===== src/sv/irlcf_pkg.sv =====
`default_nettype none

package irlcf_pkg;

  // Longest frame a single header beat can produce.
  localparam int unsigned FrameMax = 12;
  localparam int unsigned CountW   = $clog2(FrameMax + 1);
  localparam int unsigned IdxW     = $clog2(FrameMax);

  // Frame constants.
  localparam logic [7:0] MAGIC_0      = 8'h48;
  localparam logic [7:0] MAGIC_1      = 8'h75;
  localparam logic [7:0] MAGIC_2      = 8'h30;
  localparam logic [7:0] UPLOAD_PREP  = 8'h2E;
  localparam logic [7:0] UPLOAD_END   = 8'h00;
  localparam logic [7:0] HISTORY_SIZE = 8'h2E;
  localparam logic [7:0] RAW_BIAS     = 8'h05;
  localparam logic [7:0] EMPTY_SUM    = 8'h00;

  // Command codes.
  localparam logic [7:0] CMD_SESSION = 8'h00;
  localparam logic [7:0] CMD_ICON    = 8'h02;
  localparam logic [7:0] CMD_SEARCH  = 8'h03;
  localparam logic [7:0] CMD_UPLOAD  = 8'h04;
  localparam logic [7:0] CMD_READ    = 8'h08;
  localparam logic [7:0] CMD_SEND    = 8'h0A;
  localparam logic [7:0] CMD_WRITE   = 8'h0B;

  // Item kinds.
  localparam logic KIND_HEADER  = 1'b0;
  localparam logic KIND_PAYLOAD = 1'b1;

  // Configuration register indexes.
  localparam logic [1:0] REG_FILE_SIZE  = 2'd0;
  localparam logic [1:0] REG_TITLE_ICON = 2'd1;
  localparam logic [1:0] REG_FILE_FLAGS = 2'd2;

  typedef struct packed {
    logic        kind;
    logic [7:0]  cmd;
    logic [15:0] near_addr;
    logic [15:0] far_addr;
    logic [7:0]  length;
    logic [7:0]  param;
    logic [7:0]  slot;
    logic        upload_start;
    logic        no_payload;
    logic [7:0]  data_byte;
    logic        last;
  } in_item_t;

  typedef struct packed {
    logic [7:0] byte_value;
    logic       frame_end;
    logic       run_end;
  } out_item_t;

  typedef struct packed {
    logic [1:0]  reg_idx;
    logic [15:0] wdata;
  } cfg_item_t;

  // Bytes produced by one item, first byte at index 0.
  typedef struct packed {
    logic [FrameMax-1:0][7:0] bytes;
    logic [CountW-1:0]        count;
    logic                     fend;
  } frame_t;

endpackage

`default_nettype wire


===== src/sv/irlcf_build.sv =====
`default_nettype none

module irlcf_build (
  input  wire logic                clk,
  input  wire logic                rst_n,
  input  wire irlcf_pkg::in_item_t item,
  input  wire logic                fire,
  input  wire logic                cfg_we,
  input  wire irlcf_pkg::cfg_item_t cfg,
  output irlcf_pkg::frame_t        frame
);

  logic [15:0] file_size_r;
  logic [7:0]  title_icon_size_r;
  logic [7:0]  file_flags_r;
  logic [7:0]  data_sum_r, data_sum_nxt;
  logic        awaiting_r, awaiting_nxt;

  logic [7:0]  f0, f1, f2, f3, f4, f5;
  logic [7:0]  hsum;
  logic [7:0]  psum;
  logic [15:0] sub;
  logic [15:0] raw;
  logic        known;
  logic        has_data;

  // Raw size for the file search command, wrapping mod 65536.
  assign sub = 16'({8'h00, title_icon_size_r}) + 16'({8'h00, irlcf_pkg::RAW_BIAS})
             + (file_flags_r[0] ? 16'({8'h00, irlcf_pkg::HISTORY_SIZE}) : 16'h0000);
  assign raw = file_size_r - sub;

  // Running payload sum including the current byte.
  assign psum = data_sum_r + item.data_byte;

  // Header field selection by command.
  always_comb begin
    f0       = item.near_addr[7:0];
    f1       = item.near_addr[15:8];
    f2       = item.far_addr[7:0];
    f3       = item.far_addr[15:8];
    f4       = item.length;
    f5       = item.param;
    known    = 1'b1;
    has_data = 1'b0;
    unique case (item.cmd) inside
      irlcf_pkg::CMD_SESSION, irlcf_pkg::CMD_READ: begin
      end
      irlcf_pkg::CMD_ICON, irlcf_pkg::CMD_SEND, irlcf_pkg::CMD_WRITE: begin
        has_data = 1'b1;
      end
      irlcf_pkg::CMD_UPLOAD: begin
        f4 = item.upload_start ? irlcf_pkg::UPLOAD_PREP : irlcf_pkg::UPLOAD_END;
      end
      irlcf_pkg::CMD_SEARCH: begin
        f2       = raw[7:0];
        f3       = raw[15:8];
        f4       = item.slot;
        has_data = 1'b1;
      end
      default: begin
        known = 1'b0;
      end
    endcase
  end

  assign hsum = irlcf_pkg::MAGIC_2 + item.cmd + f0 + f1 + f2 + f3 + f4 + f5;

  // Frame contents and next state.
  always_comb begin
    frame        = '0;
    data_sum_nxt = data_sum_r;
    awaiting_nxt = awaiting_r;
    if (item.kind == irlcf_pkg::KIND_PAYLOAD) begin
      if (awaiting_r) begin
        data_sum_nxt   = psum;
        frame.bytes[0] = item.data_byte;
        frame.bytes[1] = 8'(~psum + 8'd1);
        if (item.last) begin
          frame.count  = irlcf_pkg::CountW'(2);
          frame.fend   = 1'b1;
          awaiting_nxt = 1'b0;
        end else begin
          frame.count = irlcf_pkg::CountW'(1);
        end
      end
    end else begin
      data_sum_nxt    = 8'h00;
      awaiting_nxt    = known && has_data && !item.no_payload;
      frame.bytes[0]  = irlcf_pkg::MAGIC_0;
      frame.bytes[1]  = irlcf_pkg::MAGIC_1;
      frame.bytes[2]  = irlcf_pkg::MAGIC_2;
      frame.bytes[3]  = item.cmd;
      frame.bytes[4]  = f0;
      frame.bytes[5]  = f1;
      frame.bytes[6]  = f2;
      frame.bytes[7]  = f3;
      frame.bytes[8]  = f4;
      frame.bytes[9]  = f5;
      frame.bytes[10] = 8'(~hsum + 8'd1);
      frame.bytes[11] = irlcf_pkg::EMPTY_SUM;
      if (!known) begin
        frame.count = irlcf_pkg::CountW'(4);
        frame.fend  = 1'b1;
      end else if (has_data && item.no_payload) begin
        frame.count = irlcf_pkg::CountW'(12);
        frame.fend  = 1'b1;
      end else begin
        frame.count = irlcf_pkg::CountW'(11);
        frame.fend  = !has_data;
      end
    end
  end

  // Configuration registers and payload state.
  always_ff @(posedge clk) begin
    if (!rst_n) begin
      file_size_r       <= '0;
      title_icon_size_r <= '0;
      file_flags_r      <= '0;
      data_sum_r        <= '0;
      awaiting_r        <= 1'b0;
    end else begin
      if (cfg_we) begin
        unique case (cfg.reg_idx)
          irlcf_pkg::REG_FILE_SIZE:  file_size_r       <= cfg.wdata;
          irlcf_pkg::REG_TITLE_ICON: title_icon_size_r <= cfg.wdata[7:0];
          irlcf_pkg::REG_FILE_FLAGS: file_flags_r      <= cfg.wdata[7:0];
          default: begin
          end
        endcase
      end
      if (fire) begin
        data_sum_r <= data_sum_nxt;
        awaiting_r <= awaiting_nxt;
      end
    end
  end

endmodule

`default_nettype wire


===== config.mk =====
export PLATFORM = sky130hd
export DESIGN_NAME = irlcf_build
export DESIGN_NICKNAME = d
export VERILOG_FILES = /design/src/sv/irlcf_pkg.sv /design/src/sv/irlcf_build.sv
export SDC_FILE = /design/constraint.sdc
export NUM_CORES = 1
export LEC_CHECK = 0
export BUFFER_PORTS_ARGS = -buffer_cell sky130_fd_sc_hd__buf_2
export CELL_PAD_IN_SITES_DETAIL_PLACEMENT = 1
export CELL_PAD_IN_SITES_GLOBAL_PLACEMENT = 2
export CORE_MARGIN = 2
export CORE_UTILIZATION = 27
export CTS_BUF_LIST = sky130_fd_sc_hd__clkbuf_8
export CTS_CLUSTER_DIAMETER = 30
export DETAILED_ROUTE_END_ITERATION = 8
export HOLD_SLACK_MARGIN = 0.06
export PLACE_DENSITY = 0.9
export SYNTH_ARGS = -nofsm -noshare
export SYNTH_HDL_FRONTEND = slang
export SYNTH_SLANG_ARGS = --single-unit

===== constraint.sdc =====
create_clock -name clk -period 7.3 [get_ports clk]
set_clock_uncertainty 0.1 [all_clocks]
set_input_delay 0.365 -clock clk [delete_from_list [all_inputs] [get_ports clk]]
set_output_delay 0.365 -clock clk [all_outputs]
set_load 0.05 [all_outputs]

# Word level (Yosys, flattened, before mapping)
# Index checks and enable logic that the tools add are counted.
[op_classes] n_reduce_logical=13 eq_ne=9 n_mux=19 addsub=13 bitwise=2
[ops] cell="two-way mux 72 bit" n=1
[ops] cell="adder 8 bit" n=7
[ops] cell="two-way mux 21 bit" n=2
[ops] cell="two-way mux 8 bit" n=4
[ops] cell="equality test 8 x 4 -> 1 bit, second input constant" n=3
[ops] cell="adder 8 x 1 -> 8 bit, second input constant" n=2
[ops] cell="equality test 8 x 2 -> 1 bit, second input constant" n=2
[ops] cell="NOT 8 bit" n=2
[ops] cell="one-hot mux 8 bit (2 select lines)" n=1
[ops] cell="subtractor 16 x 10 -> 16 bit" n=1
[ops] cell="two-way mux 6 bit" n=2
[ops] cell="adder 9 x 6 -> 10 bit" n=1
[ops] cell="adder 8 x 3 -> 9 bit, second input constant" n=1
[ops] cell="adder 6 x 8 -> 8 bit, first input constant" n=1
[ops] cell="equality test 8 x 3 -> 1 bit, second input constant" n=1
[ops] cell="zero test 8 bit" n=1
[ops] cell="AND reduction 2 bit" n=4
[ops] cell="OR reduction 7 bit" n=1
[ops] cell="two-way mux 1 bit" n=6
[ops] cell="two-way mux 5 bit" n=1
[ops] cell="two-way mux 4 bit" n=1
[ops] cell="OR reduction 4 bit" n=1
[ops] cell="logical AND 1 bit" n=3
[ops] cell="equality test 2 x 1 -> 1 bit, second input constant" n=1
[ops] cell="5 further kinds" n=6
[totals] elab_cells=61 in_bits=98 reg_bits=34

# Logic depth before layout (Yosys ltp)
[depth] ltp_word=11 mapped_depth=29

# Worst setup path after synthesis
# No wires, ideal clock.
[synth_timing] kind="register to output" startpoint="register file_flags_r[0]" endpoint="output frame[92] in the netlist's numbering" slack_ns=-0.113 arrival_ns=6.948 required_ns=6.835 n_path_buf=0 stages_incl_launch_ff=26 path_cell_list="dfxtp_1 > inv_1 > fa_1 > inv_1 > fa_1 > inv_1 > ha_1 > a21o_1 > a21oi_1 > o21bai_1 > a21oi_1 > o21a_1 > o311ai_1 > fa_1 > fa_1 > inv_1 > fa_1 > fa_1 > ha_1 > fa_1 > nor4_1 > nand2_1 > nor3_1 > xnor2_1 > xnor3_1 > nor2_1"
[synth_rtl] item="start: declaration" line_no="irlcf_build.sv:15" text="logic [7:0] file_flags_r;"
[synth_rtl] item="start signal: assignment" line_no="irlcf_build.sv:127" text="irlcf_pkg::REG_FILE_FLAGS: file_flags_r <= cfg.wdata[7:0];"
[synth_rtl] item="end: declaration" line_no="irlcf_build.sv:10" text="output irlcf_pkg::frame_t frame"

==> key figures <==
Final layout
  – Layout cells sized above 1: 0.3426
  – Final #Nets: 968
  – # fillers: 2,162
  – Area grow syn2layout: 35.09%

Pwr
  – Peak supply drop: 0.0002636 V
  – Design Power: 1.904 mW
  – P_leak: roughly 3.2 nW
  – Power per cell area: 297.7 nW/um2

Min path
  – Hold Crit Class: input port to flip-flop

Clock tree
  – H-tree depth: 2
  – Clk_lat worst skew: 0.28 ns
  – Clock transition at the registers of the reported paths: 0.07 ns
  – CTS sink cnt: 34
  – TritonCTS clock tree: yes
  – TritonCTS buffer count: 5
  – Buffer depth of the longest clock path: 2
  – CTS root buf: clkbuf_8
  – Post-CTS Hold Buffers: 0

GRT
  – Largest net degree at the start of global routing: 74
  – Global Route Usage Sum: 0.1729
  – Vias in the first global route: 4,881
  – Remaining Overflow, GRT: 0
  – First-pass GRT wire length: ~25,000 um
  – Initial antenna violation count: 1

Logic synthesis
  – Number of synthesized flops with an enable pin: 0
  – Seq/Total Area, Yosys: 0.1437
  – Leading post-synthesis cells by cell area: fa_1 (16%), dfxtp_1 (14%), ha_1 (9.8%)
  – Area leader, netlist: fa_1
  – YS warnings: 0
  – Syn avg cell area: 7.986 um2
  – Cell Area, Synth: 4736 um2
  – Synthesized flop and latch total: 34
  – Distinct cells, synth: 56
  – Asr flop ratio synth: 0
  – Ys flop type: dfxtp_1
  – Post-Syn Instances: between 500 and 600
  – Yosys top cell area share: 0.1649

Critical path
  – Crit path max fanout: 3
  – Setup crit start kind: flip-flop
  – Worst EP arrival: approximately 7 ns
  – R2r startpoint: data_sum_r[0]
  – CP startpoint: file_flags_r[0]
  – Critical Path End: frame[92]
  – Worst EP required: 6.84 ns
  – Worst Path Buf+Inv: 8
  – Slowest stage delay, CP: 0.52 ns
  – WS Path Type: flip-flop to output pin
  – Crit-path slowest cell: fa_1
  – Flop-to-flop setup slack: roughly 5.0 ns
  – CP endpoint kind: output pin
  – Cells on worst reg2reg path: 9
  – Top delay family on crit path: adder cells
  – Terminus of the critical flop-to-flop path: data_sum_r[6]
  – Crit path top cell by count: fa_1
  – Critical Path Stages: 30

Detailed routing
  – DR vias: approximately 4,800
  – ANT nets after route: 0
  – DR WL/cell: 15.97 um
  – Initial DRC count: 110
  – Wirelength, routed: between 15,000 and 20,000 um
  – Number of vias per cell: 4.662
  – First drt pass iteration count: 4
  – Residual DRC: 0

Die
  – # rows: 48
  – Initial Utilization: 0.2748
  – Die width: 136.4 um
  – IO Pins: between 150 and 200
  – Chip height: 136.4 um
  – Core Area: 17,240 um2
  – Die area: 18,620 um2

Timing
  – Hold slack: 0.2302 ns
  – Unrepaired setup endpoints after global routing: true
  – Minimum clock period: between 7 and 8 ns
  – Fin. max-slew vios: 0
  – Final WS setup: -0.02234 ns
  – Highest Clock Rate: approximately 140 MHz
  – Worst-Margin Slew: 0.7422 ns
  – Period utilization: 1.003
  – Setup TNS: -0.02234 ns
  – Rel. slew slack: 0.5052
  – Setup-failing EPs final: 1
  – Final hold violations: 0

Placement
  – Number of port buffers: between 150 and 200
  – Final Wtd Congestion: 0.8072
  – Hpwl dp: 13,660 um

Flow run
  – Max-cap violations: 0

Status
  – Outcome: finished with violations
  – Failing checks: setup timing
Yosys cell counts, types with 2 or more instances:
master and count:
a21boi_0 17, o21ai_0 18, or2_2 2, o31ai_1 3, nor3b_1 3, buf_4 15
o21ai_1 4, nor2_1 50, and2_1 12, dfxtp_1 34, a21o_1 5, a221o_1 3
nor2b_1 40, o211ai_1 6, or4_1 2, a21oi_1 20, inv_1 78, a211oi_1 4
clkbuf_1 19, o21bai_1 5, nand3_1 4, o21a_1 4, nor3_1 10, and3b_1 2
a22o_1 3, ha_1 37, xnor2_1 22, mux2i_1 17, nand2_1 56, and3_1 10
a22oi_1 8, nand3b_1 3, xor2_1 10, fa_1 39, nor4_1 3, xnor3_1 3
or3_1 2, buf_2 2
worst reg2reg max path: stages, from the launching register on:
cell and delay (ns):
dfxtp_1 0.32, ha_1 0.21, fa_1 0.41, a21o_1 0.18
a21oi_1 0.22, o21bai_1 0.11, a21oi_1 0.27, xnor2_1 0.22
a22oi_1 0.11, nor2b_1 0.13
sequential cells by signal, summed over array words and instances (netlist names):
| signal | cells |
|---|---|
| file_flags_r | 1 |
| awaiting_r | 1 |
| data_sum_r | 8 |
| title_icon_size_r | 8 |
| file_size_r | 16 |
through the flow:
step,utilization,setup WS (ns),cells,area [um2]
5_1_grt,0.3710,-0.2900,1019,6395
2_1_floorplan,-,0.09960,606,4787
6_report,0.3712,-0.02234,1020,6397
3_5_place_dp,0.3465,-0.2539,1003,5972
4_1_cts,0.3661,-0.03255,1016,6310
3_3_place_gp,0.3465,-0.1425,1003,5972
where the power goes:
part,internal [mW],leakage (nW),switching (mW)
Clock,0.109,0.0573,0.0682
Sequential,0.190,0.277,0.00407
Combinational,0.648,2.88,0.885
routing by layer:
metal  global-route usage  wire, um  vias to the layer above
li1                     -         -                     2330
met1               0.2081      6675                     2297
met2               0.3252      8561                      123
met3              0.02722       956                        5
met4              0.03009        95                        0
met5                    0         0                        -
cell usage in the layout (no fill, tap or decap), types with 8 or more instances in the layout:
cell        n
a21oi_1    16
and2_1     12
and3_1     10
nor2b_1    40
a21boi_0   17
nor2_1     48
xor2_1     10
ha_1       31
fa_1       34
conb_1     14
a22oi_1     8
nor3_1      9
buf_2     182
mux2i_1    15
dfxtp_1    32
buf_4      34
o21ai_0    18
xnor2_1    18
nand2_1    55
inv_1      71
cell families after synthesis:
group | after synthesis | synth area share
AO/OA/AOI/OAI | 110 | 0.1585
XOR/XNOR | 35 | 0.07344
adder cells (fa/ha/maj) | 76 | 0.2626
buffers and inverters | 115 | 0.1052
flip-flops | 34 | 0.1437
multiplexers | 17 | 0.03593
other | 1 | 0.0007918
AND/OR/NAND/NOR | 205 | 0.2198
worst min path at each step:
stage | startpoint | to | slack [ns] | cells past startpoint
finish | cfg[10] | file_size_r[10] | 0.23 | 3
detailed placement | file_size_r[2] | file_size_r[2] | 0.36 | 2
global placement | file_size_r[2] | file_size_r[2] | 0.35 | 2
floorplan | file_size_r[2] | file_size_r[2] | 0.34 | 2
CTS | cfg[15] | file_size_r[15] | 0.22 | 3
global route | cfg[15] | file_size_r[15] | 0.23 | 3
timing repair:
item / 4_1_cts / 5_1_grt
resized for setup: 37 / 14
buffers inserted: 6 / 3
gates cloned: 0 / 0
endpoints found under the setup margin: 3 / 2
pin swaps: 35 / 21
cell type report:
class / instances / area [um2] / share of cell area
antenna: 1 / 2.502 / 0.0003912
clock buffer: 6 / 82.58 / 0.01291
clock inverter: 1 / 30.03 / 0.004694
inverter: 78 / 292.8 / 0.04577
multi-input combinational: 457 / 3834 / 0.5993
sequential: 34 / 685.7 / 0.1072
tap: 225 / 281.5 / 0.04401
timing repair buffer: 218 / 1189 / 0.1858
(Power assumes the default switching activity.)
