### src/sv/irlcf_pkg.sv
`default_nettype none

package irlcf_pkg;

  // Longest frame a single header beat can produce.
  localparam int unsigned FrameMax = 12;
  localparam int unsigned CountW   = $clog2(FrameMax + 1);
  localparam int unsigned IdxW     = $clog2(FrameMax);

  // Frame constants.
  localparam logic [7:0] MAGIC_0      = 8'h48;
  localparam logic [7:0] MAGIC_1      = 8'h75;
  localparam logic [7:0] MAGIC_2      = 8'h30;
  localparam logic [7:0] UPLOAD_PREP  = 8'h2E;
  localparam logic [7:0] UPLOAD_END   = 8'h00;
  localparam logic [7:0] HISTORY_SIZE = 8'h2E;
  localparam logic [7:0] RAW_BIAS     = 8'h05;
  localparam logic [7:0] EMPTY_SUM    = 8'h00;

  // Command codes.
  localparam logic [7:0] CMD_SESSION = 8'h00;
  localparam logic [7:0] CMD_ICON    = 8'h02;
  localparam logic [7:0] CMD_SEARCH  = 8'h03;
  localparam logic [7:0] CMD_UPLOAD  = 8'h04;
  localparam logic [7:0] CMD_READ    = 8'h08;
  localparam logic [7:0] CMD_SEND    = 8'h0A;
  localparam logic [7:0] CMD_WRITE   = 8'h0B;

  // Item kinds.
  localparam logic KIND_HEADER  = 1'b0;
  localparam logic KIND_PAYLOAD = 1'b1;

  // Configuration register indexes.
  localparam logic [1:0] REG_FILE_SIZE  = 2'd0;
  localparam logic [1:0] REG_TITLE_ICON = 2'd1;
  localparam logic [1:0] REG_FILE_FLAGS = 2'd2;

  typedef struct packed {
    logic        kind;
    logic [7:0]  cmd;
    logic [15:0] near_addr;
    logic [15:0] far_addr;
    logic [7:0]  length;
    logic [7:0]  param;
    logic [7:0]  slot;
    logic        upload_start;
    logic        no_payload;
    logic [7:0]  data_byte;
    logic        last;
  } in_item_t;

  typedef struct packed {
    logic [7:0] byte_value;
    logic       frame_end;
    logic       run_end;
  } out_item_t;

  typedef struct packed {
    logic [1:0]  reg_idx;
    logic [15:0] wdata;
  } cfg_item_t;

  // Bytes produced by one item, first byte at index 0.
  typedef struct packed {
    logic [FrameMax-1:0][7:0] bytes;
    logic [CountW-1:0]        count;
    logic                     fend;
  } frame_t;

endpackage

`default_nettype wire

### src/sv/irlcf_serial.sv
`default_nettype none

module irlcf_serial (
  input  wire logic              clk,
  input  wire logic              rst_n,
  input  wire irlcf_pkg::frame_t frame,
  input  wire logic              load_req,
  output logic                   free,
  output logic                   out_valid,
  input  wire logic              out_ready,
  output irlcf_pkg::out_item_t   out_data
);

  irlcf_pkg::frame_t            buf_r;
  logic                         busy_r;
  logic [irlcf_pkg::IdxW-1:0]   idx_r;
  logic                         at_last;
  logic                         load;

  assign at_last = (idx_r == irlcf_pkg::IdxW'(buf_r.count - irlcf_pkg::CountW'(1)));
  assign free    = !busy_r || (out_ready && at_last);
  assign load    = load_req && free && (frame.count != '0);

  // Current beat of the held frame.
  assign out_valid           = busy_r;
  assign out_data.byte_value = buf_r.bytes[idx_r];
  assign out_data.frame_end  = at_last && buf_r.fend;
  assign out_data.run_end    = at_last;

  always_ff @(posedge clk) begin
    if (!rst_n) begin
      busy_r <= 1'b0;
      idx_r  <= '0;
    end else begin
      if (load) begin
        busy_r <= 1'b1;
        idx_r  <= '0;
      end else if (busy_r && out_ready) begin
        if (at_last) begin
          busy_r <= 1'b0;
        end else begin
          idx_r <= idx_r + irlcf_pkg::IdxW'(1);
        end
      end
    end
  end

  // Frame bytes are payload: no reset.
  always_ff @(posedge clk) begin
    if (load) begin
      buf_r <= frame;
    end
  end

endmodule

`default_nettype wire
### config.mk
export PLATFORM = sky130hd
export DESIGN_NAME = irlcf_serial
export DESIGN_NICKNAME = d
export VERILOG_FILES = /design/src/sv/irlcf_pkg.sv /design/src/sv/irlcf_serial.sv
export SDC_FILE = /design/constraint.sdc
export NUM_CORES = 1
export LEC_CHECK = 0
export BUFFER_PORTS_ARGS = -buffer_cell sky130_fd_sc_hd__buf_2
export CAP_MARGIN = 20
export CORE_AREA = 2 2 106 78
export DETAILED_ROUTE_END_ITERATION = 6
export DIE_AREA = 0 0 108 80
export PLACE_DENSITY = 0.83
export SLEW_MARGIN = 10
export SYNTH_ARGS = -nofsm -noshare
export SYNTH_HDL_FRONTEND = slang
export SYNTH_SLANG_ARGS = --single-unit
### constraint.sdc
create_clock -name clk -period 15.1 [get_ports clk]
set_clock_uncertainty 0.05 [all_clocks]
set_input_delay 0.755 -clock clk [delete_from_list [all_inputs] [get_ports clk]]
set_output_delay 0.755 -clock clk [all_outputs]
set_load 0.02 [all_outputs]
======== Word level (Yosys, flattened, before mapping) ========
Index checks and enable logic that the tools add are counted.
word-level totals
  memory bits (writable) .................. 0
  memories ................................ 0
  memory bits (read-only) ................. 0
  input port bits ......................... 105
  latch bits .............................. 0
  word-level logic and storage cells ...... 40
  register bits after elaboration ......... 106
cells by class
  muxes and demuxes ....................... 5
  divide/modulo/power cells ............... 0
  magnitude comparators ................... 1
  bitwise gates (word level) .............. 2
  add/subtract/negate cells ............... 2
  reductions and logical operators ........ 13
  eq/ne operators ......................... 1
  shift operators ......................... 0
  multipliers ............................. 0
operators by type and width
  cell                   count
  $bmux W8 S4            1
  $mux W8                1
  $logic_and A1 B1 Y1    5
  $lt A4 B5 Y1 const B   1
  $add A4 B1 Y4 const B  1
  $eq A4 B4 Y1           1
  $reduce_and A2 Y1      2
  $reduce_bool A2 Y1     2
  $reduce_bool A4 Y1     1
  $sub A4 B1 Y4 const B  1
  $mux W1                3
  $not A1 Y1             2
  $reduce_or A2 Y1       1
  $logic_not A1 Y1       1
  $logic_or A1 B1 Y1     1

======== Logic depth before layout (Yosys ltp) ========
Gate-level depths: netlist of the first run.
  depth in word-level cells ............... 8
  depth in mapped cells ................... 7

======== Least setup slack after synthesis of the first run ========
Ideal clock, no wire load.
  path kind ............................... flip-flop to flip-flop
  start ................................... register buf_r[1] in the netlist's numbering
  end ..................................... register buf_r[0] in the netlist's numbering, enable pin
  arrival ................................. 5.766 ns
  required time ........................... 14.489 ns
  cell stages (with the launch flop) ...... 8
  buffers on the path ..................... 0
  setup slack ............................. 8.722 ns
  cells stage by stage .................... edfxtp_1 inv_1 ha_1 xor3_1 nor3_1 and2_4 a21boi_1 nor2_1
between the ends
  word-level cells in the longest chain between the ends .. 6
ends and longest elaborated chain
  element                           RTL line            source
  start: declaration                irlcf_serial.sv:14  irlcf_pkg::frame_t buf_r;
  start signal: assignment          irlcf_serial.sv:51  buf_r <= frame;
  $sub A4 B1 Y4                     irlcf_serial.sv:20  assign at_last = (idx_r == irlcf_pkg::IdxW'(buf_r.count - irlcf_pkg::CountW'(1)));
  $eq A4 B4 Y1                      irlcf_serial.sv:20
  net at_last                       irlcf_serial.sv:17  logic at_last;
  $logic_and A1 B1 Y1               irlcf_serial.sv:21  assign free = !busy_r || (out_ready && at_last);
  $logic_or A1 B1 Y1                irlcf_serial.sv:21
  $logic_and A1 B1 Y1 (2 in a row)  irlcf_serial.sv:22  assign load = load_req && free && (frame.count != '0);
  net load                          irlcf_serial.sv:18  logic load;
The timed path passes the listed nets, and every way through them passes these cells.
A chain may end at the register's enable or synchronous reset.

======== Worst setup path in the final report of the first run ========
  start ................................... register idx_r[2] in the netlist's numbering
  end ..................................... output port free
between the ends
  word-level cells in the longest chain between the ends .. 3
ends and longest elaborated chain
  element                   RTL line            source
  start: declaration        irlcf_serial.sv:16  logic [irlcf_pkg::IdxW-1:0] idx_r;
  start signal: assignment  irlcf_serial.sv:42  idx_r <= idx_r + irlcf_pkg::IdxW'(1);
  $eq A4 B4 Y1              irlcf_serial.sv:20
  $logic_and A1 B1 Y1       irlcf_serial.sv:21
  $logic_or A1 B1 Y1        irlcf_serial.sv:21
  end: declaration          irlcf_serial.sv:8   output logic free,
No other way between the ends.

==> results of run 1 <==
==> sequential cells by signal, indices dropped and copies added, names as in the netlist <==
signal	cells
idx_r	4
out_valid	1
buf_r	101
==> placed cells by master (no fill, tap or decap) <==
| master | synthesis | layout |
|---|---|---|
| and3_1 | 2 | 2 |
| dfxtp_2 | 0 | 1 |
| buf_6 | 0 | 1 |
| mux4_2 | 24 | 24 |
| xnor2_1 | 5 | 5 |
| a21oi_1 | 2 | 2 |
| or4_4 | 1 | 1 |
| clkinv_2 | 0 | 1 |
| inv_1 | 11 | 11 |
| nand2_1 | 1 | 1 |
| a21boi_1 | 1 | 1 |
| nand2b_1 | 1 | 1 |
| nor2_4 | 0 | 1 |
| a211oi_2 | 1 | 1 |
| nor3_1 | 5 | 5 |
| o22ai_1 | 8 | 8 |
| and2_4 | 1 | 1 |
| ha_1 | 2 | 2 |
| o41ai_1 | 1 | 1 |
| o31ai_1 | 1 | 1 |
| buf_4 | 1 | 1 |
| xor3_1 | 1 | 1 |
| bufinv_16 | 0 | 1 |
| o21ai_0 | 1 | 1 |
| xor2_1 | 1 | 1 |
| o41a_1 | 1 | 1 |
| dfxtp_1 | 5 | 4 |
| mux2i_1 | 9 | 9 |
| edfxtp_1 | 101 | 101 |
| inv_6 | 0 | 1 |
| clkinv_4 | 0 | 2 |
| nand3_1 | 2 | 2 |
| buf_2 | 4 | 116 |
| inv_8 | 0 | 2 |
| clkbuf_8 | 0 | 9 |
| o21a_1 | 1 | 1 |
==> area by class of cell <==
cell class | count | area (µm²) | area share
Clock inverter | 7 | 83.8 | 0.0166
Sequential cell | 106 | 3130 | 0.621
Clock buffer | 9 | 124 | 0.0245
Multi-Input combinational cell | 73 | 941 | 0.186
Inverter | 11 | 41.3 | 0.00818
Timing Repair Buffer | 118 | 599 | 0.119
Tap cell | 101 | 126 | 0.0250
==> critical path: stages, from the launching register on <==
cell and delay, ns:
dfxtp_1 0.77, xor3_1 0.55, nor3_1 0.39, and2_4 0.24, a21boi_1 0.12, inv_1 0.07
buf_2 0.15
==> per-stage QoR <==
| stage | instances | setup slack [ns] | area, µm² | utilization | total power, µW |
|---|---|---|---|---|---|
| after global placement | 409 | 11.73 | 4840 | 0.637 | 404 |
| after global routing | 425 | 11.46 | 5050 | 0.664 | 597 |
| after floorplan | 200 | 8.72 | 4150 | - | 383 |
| final | 425 | 11.62 | 5050 | 0.664 | 575 |
| after detailed placement | 409 | 11.54 | 4840 | 0.637 | 405 |
| after CTS | 425 | 11.54 | 5050 | 0.664 | 581 |
==> power breakdown <==
part,switching [µW],total (µW),internal [µW],leakage (µW)
logic,23.9,47.9,24.0,0.000766
clock network,97.4,177,79.8,0.000108
registers,6.60,350,343,0.00100
==> routing by layer <==
| metal | up-vias | wire length, µm | GRT usage | part of all wire |
|---|---|---|---|---|
| met2 | 126 | 3640 | 0.306 | 0.48 |
| met1 | 1093 | 3030 | 0.248 | 0.40 |
| met4 | 0 | 84 | 0.0705 | 0.011 |
| li1 | 1054 | - | - | - |
| met3 | 6 | 831 | 0.0784 | 0.11 |
| met5 | - | 0 | 0 | 0 |
==> cell families (layout without fill, tap and decap cells) <==
kind of cell               count (synthesis)  count (layout)  share of synthesized area
and+or+nand+nor                           14              14                     0.0196
adders and majority gates                  2               2                    0.00602
xor gates and xnor gates                   7               7                     0.0184
muxes                                     33              33                      0.152
DFF                                      106             106                      0.754
buffers and inverters                     21             145                     0.0211
AOI/OAI and AO/OA                         17              17                     0.0289
==> how the worst max path moves through the flow <==
stage	from	to	slack (ns)	cells after the start
CTS	idx_r[2]$_SDFFE_PP0P_	buf_r[38]$_DFFE_PP_	11.54	6
finish	idx_r[2]$_SDFFE_PP0P_	free	11.62	6
floorplan	buf_r[1]$_DFFE_PP_	buf_r[0]$_DFFE_PP_	8.72	7
global placement	idx_r[2]$_SDFFE_PP0P_	buf_r[14]$_DFFE_PP_	11.73	6
detailed placement	idx_r[2]$_SDFFE_PP0P_	buf_r[38]$_DFFE_PP_	11.54	6
global route	idx_r[2]$_SDFFE_PP0P_	free	11.46	6
==> impl_metrics.py, run 1 <==
metrics = {
    "yosys": {
        "synth_area_leaders": "edfxtp_1 (73%), mux4_2 (13%), dfxtp_1 (2.4%)",
        "synth_common_cells": "edfxtp_1 (101), mux4_2 (24), inv_1 (11)",
        "synthFlopType": "edfxtp_1",
        "yosysTopAreaCell": "edfxtp_1",
        "postSynthAreaPerCell_um2": 20.8,
        "synth-edff-count": 101,
        "synth.cell_area_um2": 4150,
        "yosysMostFrequentCell": "edfxtp_1",
        "ys_seq_area_frac": 0.754,
        "netlist_instances": 200,
        "ys_ff_latch": 106,
        "synthArstFlopShare": 0,
        "syn_nets": 307,
        "synth_top_area_share": 0.730,
        "ys_types": 30,
        "ys_warn_count": 0,
    },
    "critical_path": {
        "worstSetupStartpointType": "flop",
        "arrival_ns": 2.68,
        "regToRegStartpoint": "idx_r[2]$_SDFFE_PP0P_",
        "timing.rr.end": "buf_r[44]$_DFFE_PP_",
        "r2r_slack_ns": 11.76,
        "critical_path_required_ns": 14.30,
        "worstPathMaxFanout": 12,
        "worst-setup-path-type": "reg -> out",
        "cp-end-kind": "output pin",
        "r2r_cells": 6,
    },
    "place": {
        "dpl.hpwl_um": 5270,
        "globalplace.congestion": 0.837,
        "numPortBuffers": 116,
    },
    "cts": {
        "clock_sinks": 106,
        "numCtsBuffers": 9,
        "cts_root_buffer": "clkbuf_8",
        "cts_tree": "yes",
        "clk_latency_ns": 0.37,
        "cts_buffer_depth": 2,
        "clkTransAtPathRegs_ns": 0.10,
        "cts.htree.levels": 3,
        "cts_resized": 0,
        "hold_buffers": 0,
        "post_cts_buffers": 0,
    },
    "timing": {
        "setup_viol": 0,
        "min_period_ns": 3.48,
        "maxSlewHeadroom": 0.368,
        "whs_ns": 0.496,
        "worst_pin_slew_ns": 0.947,
        "slew_violations": 0,
        "post-route-period-util": 0.230,
        "max_freq_mhz": 287,
        "rsz0062_at_grt": "false",
        "tns_ns": 0,
        "finalHoldViolations": 0,
    },
    "global_route": {
        "grt_usage": 0.195,
        "grt_max_degree": 102,
        "antenna_found_initial": 0,
        "overflow": 0,
        "grt_pass1_vias": 2394,
        "grt_pass1_wl_um": 11800,
    },
    "status": {
        "status": "completed",
    },
    "cells_and_area": {
        "fill_cells": 551,
        "drive_above_1_share": 0.503,
        "antenna_cells": 0,
        "nets": 426,
        "synthToLayoutAreaGrowth_pct": 21.6,
    },
    "worst_hold_path": {
        "hold_end": "buf_r[91]$_DFFE_PP_",
        "worstHoldStart": "frame[91]",
        "hold_class": "in -> reg",
        "worstHoldPathCells": 1,
    },
    "drt": {
        "post_drt_wl_per_cell_um": 17.8,
        "first_iter_violations": 123,
        "num_vias": 2279,
        "drc_errors": 0,
        "wirelength_um": 7580,
        "firstDrtPassIters": 4,
        "drtAntennaViolNets": 0,
        "viasPerCell": 5.36,
    },
    "floorplan": {
        "fp.dieW_um": 108,
        "start_util": 0.547,
        "core_um2": 7600,
        "rows": 27,
        "ios": 117,
        "die_h_um": 80,
        "die-area_um2": 8640,
    },
    "power_and_ir_drop": {
        "powerDensity_nw_per_um2": 114,
        "ir_drop_v": 0.0000791,
        "power_leakage_uw": 0.00188,
    },
    "job": {
        "max_cap_violations": 0,
    },
}
(Power assumes the default switching activity.)
==> run 2: changes to the inputs <==
- ABC_AREA: unset -> 1
- CORE_AREA: 2 2 106 78 -> 2 2 119 86
- DIE_AREA: 0 0 108 80 -> 0 0 121 88
- PLACE_DENSITY: 0.83 -> 0.74
- clock period: 15.1 -> 3.15 ns (I/O delays scaled with it)
==> impl_metrics.py, run 2 <==
metrics = {
    "cts": {
        "clock_sinks": 106,
        "cts_buffer_depth": 2,
        "cts_resized": 0,
        "numCtsBuffers": 9,
        "cts.htree.levels": 3,
        "cts_tree": "yes",
        "clkTransAtPathRegs_ns": 0.07,
        "cts_root_buffer": "clkbuf_16",
        "hold_buffers": 101,
        "clk_latency_ns": 0.34,
        "post_cts_buffers": 0,
    },
    "yosys": {
        "synth_area_leaders": "edfxtp_1 (70%), o21ai_0 (4.9%), nor2_1 (4.6%)",
        "yosysMostFrequentCell": "edfxtp_1",
        "yosysTopAreaCell": "edfxtp_1",
        "ys_seq_area_frac": 0.718,
        "synth_common_cells": "edfxtp_1 (101), nor2_1 (53), o21ai_0 (43)",
        "ys_ff_latch": 106,
        "postSynthAreaPerCell_um2": 12.6,
        "synth.cell_area_um2": 4360,
        "synth-edff-count": 101,
        "netlist_instances": 345,
        "synthArstFlopShare": 0,
        "ys_types": 27,
        "synthFlopType": "edfxtp_1",
        "ys_warn_count": 0,
        "synth_top_area_share": 0.695,
        "syn_nets": 452,
    },
    "cells_and_area": {
        "stdcell_area_um2": 6340,
        "largest_register_ffs": 101,
        "synthToLayoutAreaGrowth_pct": 45.4,
        "top_register": "buf_r",
        "fin_cells": 690,
        "antenna_cells": 0,
        "nets": 664,
        "final_cell_mix": "buf_2 (116), edfxtp_1 (101), dlygate4sd3_1 (101)",
        "final_common_cell": "buf_2",
        "drive_above_1_share": 0.276,
    },
    "place": {
        "placed_area_um2": 5030,
        "numPortBuffers": 116,
        "dp.cells": 573,
        "post-place-ws_ns": 0.738,
        "dpl.hpwl_um": 6510,
        "globalplace.congestion": 0.892,
    },
    "timing": {
        "tns_ns": 0,
        "min_period_ns": 2.43,
        "slew_violations": 0,
        "postLayoutSetupSlackWorst_ns": 0.721,
        "max_freq_mhz": 412,
        "maxSlewHeadroom": 0.640,
        "setup_viol": 0,
        "finalHoldViolations": 0,
        "post-route-period-util": 0.771,
        "worst_pin_slew_ns": 0.540,
        "rsz0062_at_grt": "false",
    },
    "global_route": {
        "grt_usage": 0.215,
        "grt_pass1_vias": 3564,
        "antenna_found_initial": 0,
        "overflow": 0,
        "grt_max_degree": 102,
        "grt_pass1_wl_um": 17100,
    },
    "critical_path": {
        "worstPathMaxFanout": 101,
        "startpoint": "idx_r[1]$_SDFFE_PP0P_",
        "r2r_cells": 9,
        "worst-setup-path-type": "reg -> reg",
        "cp-end-kind": "flop",
        "regToRegStartpoint": "idx_r[1]$_SDFFE_PP0P_",
        "worstSetupStartpointType": "flop",
        "r2r_slack_ns": 0.72,
        "arrival_ns": 2.36,
        "critical_path_required_ns": 3.09,
        "timing.rr.end": "buf_r[33]$_DFFE_PP_",
    },
    "status": {
        "status": "completed",
    },
    "floorplan": {
        "start_util": 0.459,
        "ios": 117,
        "fp.dieW_um": 121,
        "die_h_um": 88,
        "rows": 30,
        "die-area_um2": 10600,
        "core_um2": 9500,
    },
    "power_and_ir_drop": {
        "power_leakage_uw": 0.00253,
        "power_uw": 3110,
        "ir_drop_v": 0.000355,
        "powerDensity_nw_per_um2": 490,
    },
    "drt": {
        "first_iter_violations": 229,
        "viasPerCell": 5.10,
        "firstDrtPassIters": 5,
        "drc_errors": 0,
        "wirelength_um": 11100,
        "post_drt_wl_per_cell_um": 16.1,
        "num_vias": 3516,
        "drtAntennaViolNets": 0,
    },
    "worst_hold_path": {
        "worstHoldStart": "rst_n",
        "worstHoldPathCells": 2,
        "hold_class": "in -> reg",
        "hold_end": "out_valid$_SDFFE_PN0P_",
    },
    "job": {
        "max_cap_violations": 0,
    },
}
==> run 2: cell types whose count changed after synthesis, moves of 9 or more <==
cell      delta
mux2i_1      -9
mux4_2      -24
nand2_1     +31
o21ai_0     +42
nor2_1      +52
nand3_1     +16
o221ai_1    +11
==> run 2: cell type report <==
| class | instances | area, µm² |
|---|---|---|
| Fill cell | 659 | 3160 |
| Clock inverter | 7 | 72.6 |
| Multi-Input combinational cell | 199 | 1030 |
| Inverter | 19 | 73.8 |
| Sequential cell | 106 | 3130 |
| Tap cell | 128 | 160 |
| Timing Repair Buffer | 222 | 1640 |
| Clock buffer | 9 | 225 |
==> run 2: how the worst max path moves through the flow <==
stage,endpoint,slack [ns],cells after the start
final,buf_r[33]$_DFFE_PP_,0.72,9
after global routing,buf_r[65]$_DFFE_PP_,0.53,9
after CTS,buf_r[49]$_DFFE_PP_,0.73,9
after detailed placement,buf_r[37]$_DFFE_PP_,0.74,9
after global placement,buf_r[20]$_DFFE_PP_,0.82,9
after floorplan,buf_r[0]$_DFFE_PP_,0.27,9
==> run 2: logic make-up after synthesis <==
logic type      count (synthesis)  share of synthesized area
simple gates                  117                      0.121
flops                         106                      0.718
compound gates                 78                      0.106
xor+xnor                        2                    0.00402
fa+ha+maj                       2                    0.00574
buf+inv                        40                     0.0448
==> run 2: routing by layer <==
metal  up-vias  track usage  part of all wire
met1      1661        0.263              0.41
met5         -            0                 0
li1       1679            -                 -
met3        13       0.0664             0.081
met4         0       0.0603            0.0096
met2       163        0.374              0.50
==> run 2: power by group <==
part / switching (µW) / internal [µW] / total, µW
sequential: 25.8 / 1640 / 1670
combinational: 173 / 175 / 348
clock: 532 / 558 / 1090
==> run 2: worst max-delay path, cell delays in order (launching register included) <==
cell     delay, ns
dfxtp_1       0.56
inv_2         0.28
nand2_1       0.12
nand2_1       0.09
nor2_4        0.12
nand4_1       0.12
nand2_2       0.11
nand2_4       0.07
inv_4         0.07
buf_12        0.38
==> run 2: per-stage QoR <==
| stage | util | hold WS (ns) |
|---|---|---|
| 6_report | 0.668 | 0.0548 |
| 5_1_grt | 0.668 | 0.0489 |
| 4_1_cts | 0.668 | 0.0427 |
| 3_5_place_dp | 0.530 | 0.286 |
| 3_3_place_gp | 0.530 | 0.284 |
| 2_1_floorplan | - | 0.206 |
==> run 3: changes to the inputs <==
- ABC_AREA: 1 -> 0
- CORE_AREA: 2 2 119 86 -> 2 2 110 80
- DIE_AREA: 0 0 121 88 -> 0 0 112 82
- PLACE_DENSITY: 0.74 -> 0.79
- clock period: 3.15 -> 2.4 ns (I/O delays scaled with it)
==> impl_metrics.py, run 3 <==
metrics = {
    "floorplan": {
        "fp.dieW_um": 112,
        "ios": 117,
        "die_h_um": 82,
        "rows": 28,
        "start_util": 0.507,
    },
    "cts": {
        "clock_sinks": 106,
        "numCtsBuffers": 9,
        "post_cts_buffers": 0,
        "cts_buffer_depth": 2,
        "cts.htree.levels": 3,
        "cts_root_buffer": "clkbuf_16",
        "hold_buffers": 101,
        "cts_resized": 0,
    },
    "yosys": {
        "netlist_instances": 200,
        "ys_warn_count": 0,
        "synth.cell_area_um2": 4150,
        "postSynthAreaPerCell_um2": 20.8,
        "syn_nets": 307,
        "ys_seq_area_frac": 0.754,
        "synthArstFlopShare": 0,
        "synth_area_leaders": "edfxtp_1 (73%), mux4_2 (13%), dfxtp_1 (2.4%)",
        "yosysMostFrequentCell": "edfxtp_1",
        "ys_types": 30,
        "yosysTopAreaCell": "edfxtp_1",
        "synth_top_area_share": 0.730,
        "ys_ff_latch": 106,
        "synth-edff-count": 101,
        "synth_common_cells": "edfxtp_1 (101), mux4_2 (24), inv_1 (11)",
        "synthFlopType": "edfxtp_1",
    },
    "place": {
        "placed_area_um2": 4930,
        "globalplace.congestion": 0.917,
        "numPortBuffers": 116,
        "dpl.hpwl_um": 5890,
    },
    "status": {
        "firstError": "[ERROR RSZ-0060] Max buffer count reached.",
        "haltStage": "clock tree synthesis",
        "status": "did not finish",
    },
}
## run 3: through the flow
step	cells	setup slack (ns)	util
floorplan	200	-0.882	-
global placement	419	0.205	0.601
detailed placement	419	0.105	0.601
## run 3: cells by family after synthesis
family	Yosys count	synth area share
AOI/OAI and AO/OA	17	0.0289
xor gates and xnor gates	7	0.0184
adders and majority gates	2	0.00602
buffers and inverters	21	0.0211
DFF	106	0.754
muxes	33	0.152
and+or+nand+nor	14	0.0196
==> run 4: changes to the inputs <==
- CORE_AREA: 2 2 110 80 -> 2 2 105 107
- DIE_AREA: 0 0 112 82 -> 0 0 107 109
- PLACE_DENSITY: 0.79 -> unset
- PLACE_DENSITY_LB_ADDON: unset -> 0.15
==> impl_metrics.py, run 4 <==
metrics = {
    "status": {
        "status": "did not finish",
        "haltStage": "clock tree synthesis",
        "firstError": "[ERROR RSZ-0060] Max buffer count reached.",
    },
    "cts": {
        "cts_root_buffer": "clkbuf_8",
        "cts_resized": 1,
        "hold_buffers": 101,
        "clock_sinks": 106,
        "cts.htree.levels": 3,
        "post_cts_buffers": 0,
        "numCtsBuffers": 9,
        "cts_buffer_depth": 2,
    },
    "yosys": {
        "synthArstFlopShare": 0,
        "synth-edff-count": 101,
        "ys_ff_latch": 106,
        "yosysMostFrequentCell": "edfxtp_1",
        "synth_area_leaders": "edfxtp_1 (73%), mux4_2 (13%), dfxtp_1 (2.4%)",
        "yosysTopAreaCell": "edfxtp_1",
        "synth_common_cells": "edfxtp_1 (101), mux4_2 (24), inv_1 (11)",
        "synth_top_area_share": 0.730,
        "ys_seq_area_frac": 0.754,
        "synth.cell_area_um2": 4150,
        "ys_warn_count": 0,
        "postSynthAreaPerCell_um2": 20.8,
        "synthFlopType": "edfxtp_1",
        "ys_types": 30,
        "netlist_instances": 200,
        "syn_nets": 307,
    },
    "floorplan": {
        "start_util": 0.392,
        "rows": 38,
        "die_h_um": 109,
        "ios": 117,
        "fp.dieW_um": 107,
    },
    "place": {
        "dpl.hpwl_um": 5980,
        "globalplace.congestion": 0.803,
        "numPortBuffers": 116,
        "placed_area_um2": 5020,
    },
}
run 4: cell counts after synthesis:
No cell type changed its count.
run 4: metrics by stage:
stage                     hold WS [ns]  setup WS (ns)  cells
after floorplan                  0.169         -0.882    200
after global placement           0.247          0.240    458
after detailed placement         0.248          0.206    458
run 4: logic make-up after synthesis:
group / count (synthesis) / synth area share
AOI/OAI and AO/OA: 17 / 0.0289
xor gates and xnor gates: 7 / 0.0184
adders and majority gates: 2 / 0.00602
buffers and inverters: 21 / 0.0211
DFF: 106 / 0.754
muxes: 33 / 0.152
and+or+nand+nor: 14 / 0.0196
